--- src/three_address_instruction_executor_defines.svh ---
// assertion macros shared by the executor modules
// each check is sampled on i_clk and disabled while i_rst_n is low
`ifndef THREE_ADDRESS_INSTRUCTION_EXECUTOR_DEFINES_SVH
`define THREE_ADDRESS_INSTRUCTION_EXECUTOR_DEFINES_SVH

`ifndef NO_ASSERTIONS

// antecedent implies consequent in the same cycle
`define TAIE_ASSERT_IMP(lbl, ante, cons) \
    lbl: assert property (@(posedge i_clk) disable iff (!i_rst_n) (ante) |-> (cons)) \
        else $error("taie: same-cycle check failed");

// antecedent implies consequent in the next cycle
`define TAIE_ASSERT_NXT(lbl, ante, cons) \
    lbl: assert property (@(posedge i_clk) disable iff (!i_rst_n) (ante) |=> (cons)) \
        else $error("taie: next-cycle check failed");

// condition must never hold
`define TAIE_ASSERT_NEVER(lbl, expr) \
    lbl: assert property (@(posedge i_clk) disable iff (!i_rst_n) !(expr)) \
        else $error("taie: forbidden condition seen");

`else

`define TAIE_ASSERT_IMP(lbl, ante, cons)
`define TAIE_ASSERT_NXT(lbl, ante, cons)
`define TAIE_ASSERT_NEVER(lbl, expr)

`endif

`endif

--- src/taie_pkg.sv ---
// ----------------------------------------------------------------------------
// taie_pkg
// Shared constants, command codes and decode for the three-address executor.
// ----------------------------------------------------------------------------
`default_nettype none

package taie_pkg;

    localparam int REG_COUNT_DEF  = 16;
    localparam int MEM_DEPTH_DEF  = 256;
    localparam int PROG_DEPTH_DEF = 65536;

    localparam int CMD_W  = 4;
    localparam int ADDR_W = 16;
    localparam int DATA_W = 32;
    localparam int SRC_W  = 4;

    localparam logic [CMD_W-1:0] CMD_ADD   = 4'd0;
    localparam logic [CMD_W-1:0] CMD_MUL   = 4'd1;
    localparam logic [CMD_W-1:0] CMD_SUB   = 4'd2;
    localparam logic [CMD_W-1:0] CMD_DIV   = 4'd3;
    localparam logic [CMD_W-1:0] CMD_IMM   = 4'd4;
    localparam logic [CMD_W-1:0] CMD_LOAD  = 4'd5;
    localparam logic [CMD_W-1:0] CMD_STORE = 4'd6;
    localparam logic [CMD_W-1:0] CMD_EQ    = 4'd7;
    localparam logic [CMD_W-1:0] CMD_LT    = 4'd8;
    localparam logic [CMD_W-1:0] CMD_LE    = 4'd9;
    localparam logic [CMD_W-1:0] CMD_GT    = 4'd10;
    localparam logic [CMD_W-1:0] CMD_GE    = 4'd11;
    localparam logic [CMD_W-1:0] CMD_JMP   = 4'd12;
    localparam logic [CMD_W-1:0] CMD_JZ    = 4'd13;
    localparam logic [CMD_W-1:0] CMD_PRINT = 4'd14;
    localparam logic [CMD_W-1:0] CMD_BAD   = 4'd15;

    typedef struct packed {
        logic wr_reg;
        logic div;
        logic load;
        logic store;
        logic print;
        logic jmp;
        logic jz;
        logic bad;
    } t_cls;

    function automatic t_cls classify(input logic [CMD_W-1:0] cmd);
        t_cls c;
        c = '0;
        unique case (cmd)
            CMD_ADD, CMD_MUL, CMD_SUB, CMD_IMM,
            CMD_EQ, CMD_LT, CMD_LE, CMD_GT, CMD_GE: c.wr_reg = 1'b1;
            CMD_DIV: begin
                c.wr_reg = 1'b1;
                c.div    = 1'b1;
            end
            CMD_LOAD: begin
                c.wr_reg = 1'b1;
                c.load   = 1'b1;
            end
            CMD_STORE: c.store = 1'b1;
            CMD_JMP:   c.jmp   = 1'b1;
            CMD_JZ:    c.jz    = 1'b1;
            CMD_PRINT: c.print = 1'b1;
            default:   c.bad   = 1'b1;
        endcase
        return c;
    endfunction

endpackage

`default_nettype wire

--- src/taie_fe.sv ---
// ----------------------------------------------------------------------------
// taie_fe
// Front end: takes requests, decodes the command and queues them for the back end.
// ----------------------------------------------------------------------------
`default_nettype none
`include "three_address_instruction_executor_defines.svh"

module taie_fe #(
    parameter int REGISTER_COUNT = taie_pkg::REG_COUNT_DEF,
    parameter int MEMORY_DEPTH   = taie_pkg::MEM_DEPTH_DEF,
    parameter int PROGRAM_DEPTH  = taie_pkg::PROG_DEPTH_DEF
) (
    input  wire logic                               i_clk,
    input  wire logic                               i_rst_n,
    input  wire logic                               i_in_valid,
    output logic                                    o_in_stall,
    input  wire logic [taie_pkg::CMD_W-1:0]          i_command,
    input  wire logic [taie_pkg::ADDR_W-1:0]         i_field_a,
    input  wire logic signed [taie_pkg::DATA_W-1:0]  i_field_b,
    input  wire logic [taie_pkg::SRC_W-1:0]          i_field_c,
    input  wire logic                               i_clearing,
    input  wire logic                               i_pop,
    output logic                                    o_q_valid,
    output logic [taie_pkg::CMD_W-1:0]               o_cmd,
    output taie_pkg::t_cls                          o_cls,
    output logic [$clog2(REGISTER_COUNT)-1:0]        o_rd,
    output logic [$clog2(REGISTER_COUNT)-1:0]        o_rb,
    output logic [$clog2(REGISTER_COUNT)-1:0]        o_rc,
    output logic [$clog2(MEMORY_DEPTH)-1:0]          o_mem,
    output logic [taie_pkg::DATA_W-1:0]              o_imm,
    output logic [$clog2(PROGRAM_DEPTH)-1:0]         o_target
);
    import taie_pkg::*;

    localparam int RW = $clog2(REGISTER_COUNT);
    localparam int MW = $clog2(MEMORY_DEPTH);
    localparam int PW = $clog2(PROGRAM_DEPTH);
    localparam int QD = 2;
    localparam logic [1:0] Q_FULL = 2'(QD);

    logic [CMD_W-1:0]  r_q_cmd [QD];
    t_cls              r_q_cls [QD];
    logic [RW-1:0]     r_q_rd  [QD];
    logic [RW-1:0]     r_q_rb  [QD];
    logic [RW-1:0]     r_q_rc  [QD];
    logic [MW-1:0]     r_q_mem [QD];
    logic [DATA_W-1:0] r_q_imm [QD];
    logic [PW-1:0]     r_q_tgt [QD];

    logic       r_wp;
    logic       r_rp;
    logic [1:0] r_cnt;

    logic push;
    t_cls cls;

    assign o_in_stall = (r_cnt == Q_FULL) || i_clearing;
    assign push       = i_in_valid && !o_in_stall;
    assign cls        = classify(i_command);

    always_ff @(posedge i_clk) begin
        if (push) begin
            r_q_cmd[r_wp] <= i_command;
            r_q_cls[r_wp] <= cls;
            r_q_rd[r_wp]  <= RW'(i_field_a);
            r_q_rb[r_wp]  <= RW'($unsigned(i_field_b));
            r_q_rc[r_wp]  <= RW'(i_field_c);
            // load addresses memory by field_b, store and print by field_a
            r_q_mem[r_wp] <= cls.load ? MW'($unsigned(i_field_b)) : MW'(i_field_a);
            r_q_imm[r_wp] <= $unsigned(i_field_b);
            r_q_tgt[r_wp] <= PW'(i_field_a);
        end
    end

    always_ff @(posedge i_clk) begin
        if (!i_rst_n) begin
            r_wp  <= 1'b0;
            r_rp  <= 1'b0;
            r_cnt <= '0;
        end else begin
            if (push) begin
                r_wp <= !r_wp;
            end
            if (i_pop) begin
                r_rp <= !r_rp;
            end
            r_cnt <= r_cnt + 2'(push) - 2'(i_pop);
        end
    end

    assign o_q_valid = (r_cnt != '0);
    assign o_cmd     = r_q_cmd[r_rp];
    assign o_cls     = r_q_cls[r_rp];
    assign o_rd      = r_q_rd[r_rp];
    assign o_rb      = r_q_rb[r_rp];
    assign o_rc      = r_q_rc[r_rp];
    assign o_mem     = r_q_mem[r_rp];
    assign o_imm     = r_q_imm[r_rp];
    assign o_target  = r_q_tgt[r_rp];

    `TAIE_ASSERT_NEVER(a_pop_empty, i_pop && (r_cnt == '0))

endmodule

`default_nettype wire

--- config.mk ---
export PLATFORM = sky130hd
export DESIGN_NAME = taie_fe
export DESIGN_NICKNAME = d
export VERILOG_FILES = /design/src/taie_pkg.sv /design/src/taie_fe.sv
export VERILOG_INCLUDE_DIRS = /design/src /design/src/src
export SDC_FILE = /design/constraint.sdc
export NUM_CORES = 1
export LEC_CHECK = 0
export BUFFER_PORTS_ARGS = -buffer_cell sky130_fd_sc_hd__buf_2
export CAP_MARGIN = 25
export CORE_MARGIN = 3
export CORE_UTILIZATION = 36
export CTS_BUF_LIST = sky130_fd_sc_hd__clkbuf_4
export DETAILED_ROUTE_END_ITERATION = 7
export GPL_TIMING_DRIVEN = 0
export MAX_ROUTING_LAYER = met4
export SLEW_MARGIN = 10
export SYNTH_ARGS = -nofsm -noshare
export SYNTH_HDL_FRONTEND = slang
export SYNTH_SLANG_ARGS = --single-unit
--- constraint.sdc ---
create_clock -name i_clk -period 4.42 [get_ports i_clk]
set_clock_uncertainty 0.1 [all_clocks]
set_input_delay 0.442 -clock i_clk [delete_from_list [all_inputs] [get_ports i_clk]]
set_output_delay 0.442 -clock i_clk [all_outputs]
set_load 0.03 [all_outputs]
* Word-level counts from Yosys, hierarchy flattened
Memories as Yosys holds them, arrays and structs flattened. A register that Yosys moved wholly into a read port is not among the register bits. Index checks and enable logic that the tools add are counted.
Word-level totals: register bits 4, bits in writable memories 160, logic and storage cells 64, memories 8
Cells by class: add/subtract/negate cells 2, equal/unequal tests 15, mux-type cells 27, reductions and logical operators 9
Memories:
- r_q_imm | words 2, width 32, read ports 1, clocked after Yosys merged registers in 1, write ports 1, line taie_fe.sv:47 | logic [DATA_W-1:0] r_q_imm [QD];
- r_q_tgt | words 2, width 16, read ports 1, clocked after Yosys merged registers in 1, write ports 1, line taie_fe.sv:48 | logic [PW-1:0] r_q_tgt [QD];
- r_q_cls | words 2, width 8, read ports 1, clocked after Yosys merged registers in 1, write ports 1, line taie_fe.sv:42 | t_cls r_q_cls [QD];
- r_q_mem | words 2, width 8, read ports 1, clocked after Yosys merged registers in 1, write ports 1, line taie_fe.sv:46 | logic [MW-1:0] r_q_mem [QD];
- r_q_cmd | words 2, width 4, read ports 1, clocked after Yosys merged registers in 1, write ports 1, line taie_fe.sv:41 | logic [CMD_W-1:0] r_q_cmd [QD];
- r_q_rb | words 2, width 4, read ports 1, clocked after Yosys merged registers in 1, write ports 1, line taie_fe.sv:44 | logic [RW-1:0] r_q_rb [QD];
- +2 memories
Operators with widths (number):
- 4-bit equality test (second input constant) | 7
- 1-bit two-way mux | 26
- 4-bit by 3-bit equality test with 1-bit output (second input constant) | 4
- 15-bit OR reduction | 1
- 11-bit OR reduction | 1
- 4-bit by 2-bit equality test with 1-bit output (second input constant) | 2
- 8-bit two-way mux | 1
- 4-bit by 1-bit equality test with 1-bit output (second input constant) | 1
- 4-bit zero test | 1
- 1-bit zero test | 3
- 2-bit by 1-bit adder with 2-bit output | 1
- 2-bit equality test (second input constant) | 1
- 2-bit nonzero test | 1
- 2-bit by 1-bit subtractor with 2-bit output | 1
- 1-bit logical AND | 1
- 1-bit logical OR | 1

* Depth between registers and ports, before layout
Gate-level depths: netlist of run 1.
depth in word-level cells 6, mapped depth 8, depth with buffers taken out 8

* Worst setup path before layout of run 1
OpenSTA, ideal clock, no wires.
path type input to register, start point input port i_clearing, end point memory r_q_cls[0][0] in the netlist's numbering, enable pin, library setup time 0.503 ns, buffers on the path 0, stages 2, setup slack 0.121 ns, data arrival time 3.696 ns, cells stage by stage nand3b_1 nor2_1
Between the ends: longest elaborated chain between the ends 5
RTL lines:
- start, declared | line taie_fe.sv:21 | input wire logic i_clearing,
- 1-bit logical OR | line taie_fe.sv:57 | assign o_in_stall = (r_cnt == Q_FULL) || i_clearing;
- 1-bit zero test | line taie_fe.sv:58 | assign push = i_in_valid && !o_in_stall;
- 1-bit logical AND | line taie_fe.sv:58
- 1-bit two-way mux | line taie_fe.sv:62 | if (push) begin
- 1-bit two-way mux (implied by the code) | line taie_fe.sv:64 | r_q_cls[r_wp] <= cls;
- end, declared | line taie_fe.sv:42
Every way passes these cells.

==> results of run 1 <==
==> worst reg2reg max path, stage by stage (launching register included) <==
cell      delay [ns]
dfxtp_1         0.38
nand2b_1        0.15
nand3b_1        0.26
nor2_4          0.67
buf_12          0.29
==> cell type report <==
class,instances,area [sq um]
sequential,149,4420
tap,211,264
inverter,2,7.51
clock inverter,14,159
fill,1401,7760
clock buffer,18,135
multi-input combinational,109,1140
buffer,17,111
timing repair buffer,198,1310
==> layer usage <==
layer / routed length (um) / part of all wire, %
met4: 114 / 1.0
met3: 535 / 4.8
met2: 5820 / 52
met1: 4750 / 42
met5: 0 / 0
==> what timing repair did <==
action / CTS / global route
endpoints found under the hold margin: 104 / 0
resized for setup: 0 / 0
hold buffers: 52 / 0
buffers inserted: 0 / 0
==> state kept, by name (all words and copies together), names as in the netlist, named ones only <==
signal   cells
r_q_imm     64
r_q_tgt     32
r_q_cls     16
r_q_mem     16
r_q_cmd      8
r_q_rc       8
r_cnt        2
r_rp         1
r_wp         1
==> per-stage QoR <==
| step | area, sq um | TNS [ns] | cells | setup slack, ns |
|---|---|---|---|---|
| after floorplan | 5670 | 0 | 277 | 0.121 |
| after global placement | 6650 | -275.51 | 630 | -1.92 |
| after detailed placement | 6740 | 0 | 634 | 2.14 |
| after CTS | 7560 | 0 | 718 | 1.65 |
| after global routing | 7560 | 0 | 718 | 1.57 |
| final | 7560 | 0 | 718 | 1.77 |
==> synth_stat cells (all sizes together) <==
library cell	instances
edfxtp	144
mux2	80
buf	17
dfxtp	5
and2	4
nand2	4
nor2	3
ha	2
inv	2
nand2b	2
nor3	2
xnor2	2
and3	1
and3b	1
and4bb	1
mux2i	1
nand3b	1
nor2b	1
nor3b	1
o21ai	1
or2	1
xor2	1
==> report_power, final <==
| part | leakage [nW] | internal, mW | switching [mW] |
|---|---|---|---|
| Sequential | 1.37 | 1.64 | 0.0191 |
| Combinational | 1.32 | 0.222 | 0.341 |
| Clock | 0.147 | 0.394 | 0.473 |
| Total | 2.83 | 2.25 | 0.832 |
==> kinds of logic after synthesis <==
group | Yosys count
fa+ha+maj | 2
flops | 149
buf+inv | 19
compound gates | 1
mux | 81
xor+xnor | 3
simple gates | 22
==> final timing paths <==
kind	from	to	slack [ns]
hold / removal	i_command[0]	r_q_cmd[0][0]	0.08
hold reg to reg	r_wp	r_wp	0.43
setup reg to reg	r_cnt[0]	r_q_imm[0][0]	2.27
setup / recovery	register	o_target[0]	1.77
==> metrics.md, run 1 <==
| Metric | Value |
|---|---|
| DRC | `0` |
| Final Power | `between 3 and 4 mW` |
| Synth Area in Simple Gates | `approximately 2.3%` |
| Maximum VDD drop | `about 0.19 mV` |
| Chip width | `between 100 and 150 um` |
| Cell count after synthesis | `277` |
| H-Tree Depth | `4` |
| Synth warn | `0` |
| Clock Tree Buf Depth | `2` |
| Setup-failing EPs final | `0` |
| RD Place Congestion | `0.718` |
| Leak Pwr | `approximately 2.8 nW` |
| Largest family of logic cells by synthesized area | `multiplexers` |
| Avg Vias per Cell | `around 4.4` |
| Critical Path RT | `3.88 ns` |
| Worst hold path cell count | `1` |
| Final-stage net count | `between 500 and 600` |
| Most common cell after layout, fill and taps aside | `buf_2` |
| Cell area power density | `408 nW/um^2` |
| Crit. End Element | `output pin` |
| Worst Setup Path Type | `reg -> out` |
| Worst R2R Path Depth | `4` |
| Worst path depth | `5` |
| Routed WL per cell | `15.6 um` |
| Hold Crit Class | `in -> reg` |
| Worst path arrival time | `approximately 2.1 ns` |
| Mapped Nets | `340` |
| Most frequent cells in the layout | `buf_2 (150), edfxtp_1 (144), mux2_2 (72), dlygate4sd3_1 (52), clkbuf_4 (18)` |
| Most frequent CP cell | `buf_2` |
| Iter 0 DRT Violations | `99` |
| Core Util, Final | `between 40% and 50%` |
| DP Wirelength | `a little over 7 mm` |
| CP Cell Sequence | `buf_2 > buf_2 > mux2_2 > buf_4 > buf_2` |
| Post-Synthesis Mean Instance Area | `20.5 sq um` |
| CTS tree | `done` |
| GRT Total Usage | `13.5%` |
| Die H | `~130 um` |
| Outcome | `finished, final reports clean` |
| Clock root cell | `clkbuf_4` |
| Period Utilization, post-route | `60.0%` |
| GRT Residual Overflow | `0` |
| Die ar. | `17300 sq um` |
| Post-synth top area share | `76.2%` |
| Slowest CP cell | `mux2_2` |
| Core area | `approximately 15000 sq um` |
| Starting Density | `37.0%` |
| Clock sinks | `149` |
| Max-Cap Viols | `0` |
| Layout area overhead | `33.2%` |
| Top cells by area, synth | `edfxtp_1 (76%), mux2_2 (14%), mux2_4 (2.1%)` |
| GR Util met1 | `15.1%` |
| Mux share of post-synthesis cell area | `16.6%` |
| First-pass GRT wire length | `17.7 mm` |
| Crit path time final | `2.65 ns` |
| Slowest stage delay, CP | `0.39 ns` |
| IO Count | `143` |
| Initial antenna violation count | `0` |
| Slew headroom | `50.0%` |
| Row cnt | `45` |
| Layout cell share with drive strength beyond 1 | `54.6%` |
| Vias | `3176` |
| Final ANT Viol Nets | `0` |
| Worst setup SP type | `register` |
| Clk Latency, worst-skew pair | `0.52 ns` |
| Pre-antenna DRT Iters | `4` |
| Yosys cell types | `25` |
| FMAX | `377 MHz` |
| Adder-cell share of the synthesized area | `0.441%` |
| Seq/Total Area, Yosys | `78.0%` |
| Hold slack final | `0.0812 ns` |
| CP top delay family | `buffers and inverters` |
| Area share of xor/xnor cells in the synthesized design | `0.463%` |
| Slew Limit Fails | `0` |
| Crit Path Max Fanout | `10` |
| M3 GR Usage | `4.79%` |
| Vias in the first global route | `3492` |
| Pin count of the biggest net entering global routing | `28` |
| Synthesized flop and latch total | `149` |
| TritonCTS Buffers | `17` |
| Unrepaired setup endpoints after global routing | `false` |
| Buffers on Ports | `between 100 and 150` |
| GRT Max-Usage Layer | `met2` |
| # diodes | `0` |
| Routed WL | `11.2 mm` |
| Clock transition at the registers of the reported paths | `approximately 0.12 ns` |
| Crit path buffers/inverters | `4` |
| Complex-gate fraction of the synthesized area | `0.0882%` |
| Netlist Area Pre-Place | `5670 sq um` |
| Least-Margin Pin Slew | `0.749 ns` |
| Final Hold Fails | `0` |
| Post-synth top area cell | `edfxtp_1` |
| Global Route met2 Usage | `between 20 and 25%` |
No activity file was read; power rests on OpenSTA's default activity.
==> run 2, diff against run 1 <==
clock period = 2.45 ns   (was 4.42 ns; I/O delays follow)
==> run 2 against run 1 <==
  * Sequential power is 81% higher
  * Global-route usage grew 0.053 points
  * Routed wire length is 0.97% lower
  * Register-to-register slack worse by 1.9 ns
  * Total power is 86% higher
  * Worst hold slack gained 0.060 ns
  * Die area did not move
  * Sequential cell count is the same
  * Clock-buffer cell count is 1 higher
  * Non-clock buffer count is 7 higher
  * Final area grew 1.6%
  * First-iteration DRC count grew 43%
  * Largest cell class unchanged
  * Highest routed layer unchanged
==> metrics.md, run 2 (synthesis results as in run 1) <==
| Metric | Value |
|---|---|
| Outcome | `finished, final reports clean` |
| Chip width | `132 um` |
| Clock transition at the registers of the reported paths | `roughly 0.11 ns` |
| Placed cell count | `634` |
| Worst setup SP type | `register` |
| Core Util, Final | `about half` |
| H-Tree Depth | `4` |
| Vias in the first global route | `3423` |
| Final Hold Fails | `0` |
| Top reg by flops | `r_q_imm` |
| Starting Density | `37.0%` |
| Worst R2R Path Depth | `4` |
| Most common cell after layout, fill and taps aside | `buf_2` |
| Slowest CP cell | `mux2_2` |
| Most frequent cells in the layout | `buf_2 (145), edfxtp_1 (144), mux2_2 (72), dlygate4sd3_1 (59), clkbuf_4 (19)` |
| Crit. End Element | `output pin` |
| Routed WL per cell | `15.3 um` |
| Least-Margin Pin Slew | `0.716 ns` |
| R2r setup slk | `0.38 ns` |
| Pre-CTS setup slack | `0.356 ns` |
| CP Cell Sequence | `buf_4 > buf_4 > mux2_2 > buf_4 > buf_2` |
| Cell area power density | `748 nW/um^2` |
| Slew Limit Fails | `0` |
| Vias | `3184` |
| TritonCTS Buffers | `17` |
| Die ar. | `17300 sq um` |
| Clock root cell | `clkbuf_4` |
| Max reg flops | `64` |
| Fin cells | `between 700 and 800` |
| Critical Path RT | `2.11 ns` |
| Routed WL | `around 11 mm` |
| Pin count of the biggest net entering global routing | `29` |
| Hold slack final | `0.141 ns` |
| FMAX | `440 MHz` |
| Layout cell share with drive strength beyond 1 | `roughly 54%` |
| DRC | `0` |
| Core area | `around 15000 sq um` |
| Fin Setup TNS | `0 ns` |
| DP Wirelength | `7.14 mm` |
| # Post-CTS Setup Buffers | `0` |
| Row cnt | `45` |
| Iter 0 DRT Violations | `142` |
| Crit path time final | `2.27 ns` |
| Clock Tree Buf Depth | `2` |
| Most frequent CP cell | `buf_4` |
| Period Utilization, post-route | `92.7%` |
| Worst Setup Path Type | `reg -> out` |
| Initial antenna violation count | `1` |
| Layout area overhead | `35.3%` |
| CTS tree | `done` |
| Maximum VDD drop | `0.388 mV` |
| Slew headroom | `52.1%` |
| Buffers on Ports | `~140` |
| Crit Path Max Fanout | `10` |
| Clk Latency, worst-skew pair | `0.51 ns` |
| First-pass GRT wire length | `17.6 mm` |
| Setup-failing EPs final | `0` |
| Worst path arrival time | `roughly 1.9 ns` |
| Leak Pwr | `2.89 nW` |
| IO Count | `143` |
| Top flop regs | `r_q_imm (64), r_q_tgt (32)` |
| Clock sinks | `149` |
| Max-Cap Viols | `0` |
| Final ANT Viol Nets | `0` |
| Hold Crit Class | `in -> reg` |
| GRT Residual Overflow | `0` |
| Final-stage net count | `approximately 560` |
| Final worst setup slack | `0.179 ns` |
| RD Place Congestion | `between 0.6 and 0.7` |
| Slowest stage delay, CP | `0.37 ns` |
| Worst hold path cell count | `3` |
| Pre-antenna DRT Iters | `4` |
| Avg Vias per Cell | `4.39` |
| Die H | `roughly 130 um` |
| GRT Total Usage | `13.6%` |
==> run 2: cell types whose count changed in the layout (fill, tap and decap cells not counted) <==
cell	delta
buf_2	-5
buf_4	+5
bufinv_16	+2
clkbuf_4	+1
clkinv_1	+2
clkinvlp_4	-3
diode_2	+1
dlygate4sd3_1	+7
inv_6	-2
==> run 2: worst max-delay path: cells and delay by family, from the launching register on <==
| kind | cells | cell delay (ns) |
|---|---|---|
| buf+inv | 4 | 0.72 |
| flops | 1 | 0.32 |
| mux | 1 | 0.37 |
==> run 2: path summary, 6_finish.rpt <==
kind | endpoint | start
worst max register to register | r_q_mem[1][2] | r_cnt[0]
worst max-delay path | o_target[3] | register
worst min register to register | r_wp | r_wp
worst min-delay path | r_wp | i_clearing
==> run 2: per-stage QoR <==
step	instance area, sq um	total power [mW]
floorplan	5680	3.70
global route	7680	6.00
finish	7680	5.75
detailed placement	6740	4.01
CTS	7670	5.83
global placement	6650	3.98
==> run 2: layout make-up <==
class / count / area (sq um)
fill: 1356 / 7640
sequential: 149 / 4420
timing repair buffer: 205 / 1380
multi-input combinational: 109 / 1140
tap: 211 / 264
clock inverter: 13 / 186
clock buffer: 19 / 143
buffer: 17 / 124
inverter: 2 / 7.51
antenna: 1 / 2.50
==> run 2: power by group <==
| group | switching [mW] | total [mW] | leakage (nW) | internal (mW) |
|---|---|---|---|---|
| registers | 0.0338 | 2.98 | 1.37 | 2.95 |
| logic | 0.616 | 1.03 | 1.35 | 0.413 |
| clock network | 0.816 | 1.73 | 0.174 | 0.916 |
| total | 1.47 | 5.75 | 2.89 | 4.28 |
==> run 2: routing by layer <==
metal / wire [um] / vias up / GRT usage [%] / share of wire (%)
met5: 0 / - / - / 0
met4: 160 / 0 / 4.61 / 1.4
met3: 496 / 16 / 4.40 / 4.5
met2: 5680 / 89 / 22.8 / 51
met1: 4780 / 1558 / 15.4 / 43
li1: - / 1521 / - / -
==> run 2: what timing repair did <==
| action | 4_1_cts | 5_1_grt |
|---|---|---|
| hold endpoints to repair | 145 | 0 |
| gates resized for setup | 5 | 0 |
| hold buffers | 59 | 0 |
| setup endpoints to repair | 35 | 0 |
==> run 3, diff against run 2 <==
CELL_PAD_IN_SITES_DETAIL_PLACEMENT = 2   (was default)
CELL_PAD_IN_SITES_GLOBAL_PLACEMENT = 2   (was default)
CORE_ASPECT_RATIO = 1.75   (was default)
PLACE_DENSITY_LB_ADDON = 0.1   (was default)
==> run 3 against run 2 <==
  * Routed wire length up 17%
  * Fmax down 2.7%
  * Clock power down 5%
  * Utilization down 0.39 points
  * Non-clock buffer count down 1
  * Setup slack worse by 0.063 ns
  * Final area down 0.29%
  * Register-to-register slack worse by 0.26 ns
  * Critical endpoint is now r_q_cls[1][5]
  * Largest power group unchanged
  * Highest routed layer unchanged
==> metrics.md, run 3 (synthesis results as in run 1) <==
| Metric | Value |
|---|---|
| Hold slack final | `0.130 ns` |
| Crit Path Max Fanout | `25` |
| Final Hold Fails | `0` |
| RD Place Congestion | `0.687` |
| FMAX | `around 430 MHz` |
| Chip width | `101 um` |
| Final-stage net count | `563` |
| Routed WL per cell | `18.6 um` |
| Placed cell count | `609` |
| Clock Power Share | `29.0%` |
| Die H | `about 170 um` |
| Unrepaired setup endpoints after global routing | `true` |
| Outcome | `finished, final reports clean` |
| Clock transition at the registers of the reported paths | `~0.14 ns` |
| Die ar. | `17400 sq um` |
| Least-Margin Pin Slew | `roughly 0.79 ns` |
| Maximum VDD drop | `just under 0.4 mV` |
| Clock root cell | `clkbuf_4` |
| H-Tree Depth | `4` |
| Cell area power density | `745 nW/um^2` |
| Placed cell areas | `6710 sq um` |
| Final Power | `between 5 and 6 mW` |
| DP Wirelength | `around 8.8 mm` |
| Buffers on Ports | `between 100 and 150` |
| Starting Density | `36.9%` |
| Row cnt | `60` |
| Most common cell after layout, fill and taps aside | `buf_2` |
| CTS tree | `done` |
| Pre-CTS setup slack | `0.0682 ns` |
| First-pass GRT wire length | `19.7 mm` |
| Fin cells | `700` |
| Period Utilization, post-route | `95.3%` |
| Worst path arrival time | `2.46 ns` |
| CP Cell Sequence | `nand2b_4 > nand3b_1 > nor2_4 > buf_12 > buf_16` |
| Routed WL | `13.0 mm` |
| Clock sinks | `about 150` |
| Internal power | `slightly above 4 mW` |
| Leak Pwr | `2.89 nW` |
| Vias | `3255` |
| Slew Limit Fails | `0` |
| Setup-failing EPs final | `0` |
| Core area | `~15000 sq um` |
| Critical Path RT | `2.58 ns` |
| Fin area | `7650 sq um` |
| Worst setup SP type | `register` |
| Iter 0 DRT Violations | `71` |
| Slowest CP cell | `nor2_4` |
| DRC | `0` |
| Vias in the first global route | `3656` |
| Pre-antenna DRT Iters | `4` |
| GRT Residual Overflow | `0` |
| Clk Latency, worst-skew pair | `between 0.5 and 0.6 ns` |
| Core Util, Final | `49.7%` |
| Top flop regs | `r_q_imm (64), r_q_tgt (32)` |
| Crit. End Element | `register` |
| Layout cell share with drive strength beyond 1 | `a little over half` |
| Slowest stage delay, CP | `~0.7 ns` |
| Sw Pwr | `1.58 mW` |
| Top reg by flops | `r_q_imm` |
| Avg Vias per Cell | `about 4.7` |
| Fin Setup TNS | `0 ns` |
| Final ANT Viol Nets | `0` |
| Max-Cap Viols | `0` |
| R2r setup slk | `0.12 ns` |
| Final worst setup slack | `0.115 ns` |
| Max reg flops | `64` |
| Worst Setup Path Type | `reg -> reg` |
| Pin count of the biggest net entering global routing | `26` |
| Most frequent cells in the layout | `buf_2 (145), edfxtp_1 (144), mux2_2 (72), dlygate4sd3_1 (58), clkbuf_4 (20)` |
| GRT Total Usage | `between 10% and 20%` |
| Sw Ratio | `27.7%` |
| Combinational Power Share | `18.5%` |
| Sequential power share | `around 53%` |
| TritonCTS Buffers | `17` |
| Hold Crit Class | `in -> reg` |
| Initial antenna violation count | `1` |
| Crit path time final | `approximately 2.3 ns` |
| Layout area overhead | `34.9%` |
| Clock Tree Buf Depth | `2` |
| Slew headroom | `47.3%` |
| IO Count | `143` |
==> run 3: cell count changes in the layout (fill, tap and decap cells not counted), sizes merged <==
cell,before,now
inv,2,6
clkinvlp,1,3
clkbuf,19,20
dlygate4sd3,59,58
buf,163,162
clkinv,7,3
bufinv,5,3
==> run 3: worst max-delay path: cells and delay by family (launching register included) <==
family                 cells  cell delay, ns
AND/OR/NAND/NOR            3            1.05
buffers and inverters      2            0.49
flip-flops                 1            0.37
==> run 3: power by group through the flow <==
stage / registers [mW] / logic [mW] / clock network (mW)
final: 2.99 / 1.05 / 1.65
after global routing: 3.01 / 1.13 / 1.82
after CTS: 2.99 / 1.06 / 1.72
after detailed placement: 3.05 / 0.983 / 0
after global placement: 3.05 / 0.935 / 0
after floorplan: 3.04 / 0.654 / 0
==> run 3: layout make-up <==
class / instances / area (sq um)
Tap cell: 186 / 233
Buffer: 17 / 135
Timing Repair Buffer: 204 / 1390
Fill cell: 1448 / 7740
Inverter: 2 / 7.51
Multi-Input combinational cell: 109 / 1150
Clock buffer: 19 / 143
Sequential cell: 149 / 4430
Clock inverter: 13 / 170
Antenna cell: 1 / 2.50
==> run 3: path summary, 6_finish.rpt <==
path	start	cells past startpoint	endpoint
setup reg to reg	r_cnt[0]	5	r_q_cls[1][5]
setup / recovery	r_cnt[0]	5	r_q_cls[1][5]
hold reg to reg	r_wp	2	r_wp
hold / removal	i_in_valid	3	r_wp
==> run 3: timing repair <==
action,CTS,global route
setup endpoints to repair,7,64
endpoints found under the hold margin,143,0
cloned,0,0
setup buffers,0,0
pin swaps,0,1
resized for setup,1,14
hold buffers,58,0
==> run 3: metal layers <==
metal	global-route usage, %	share of wire, %	wire, um
met5	-	0	0
met4	6.33	1.2	161
met3	2.99	3.5	461
met2	29.1	59	7680
met1	16.2	36	4690
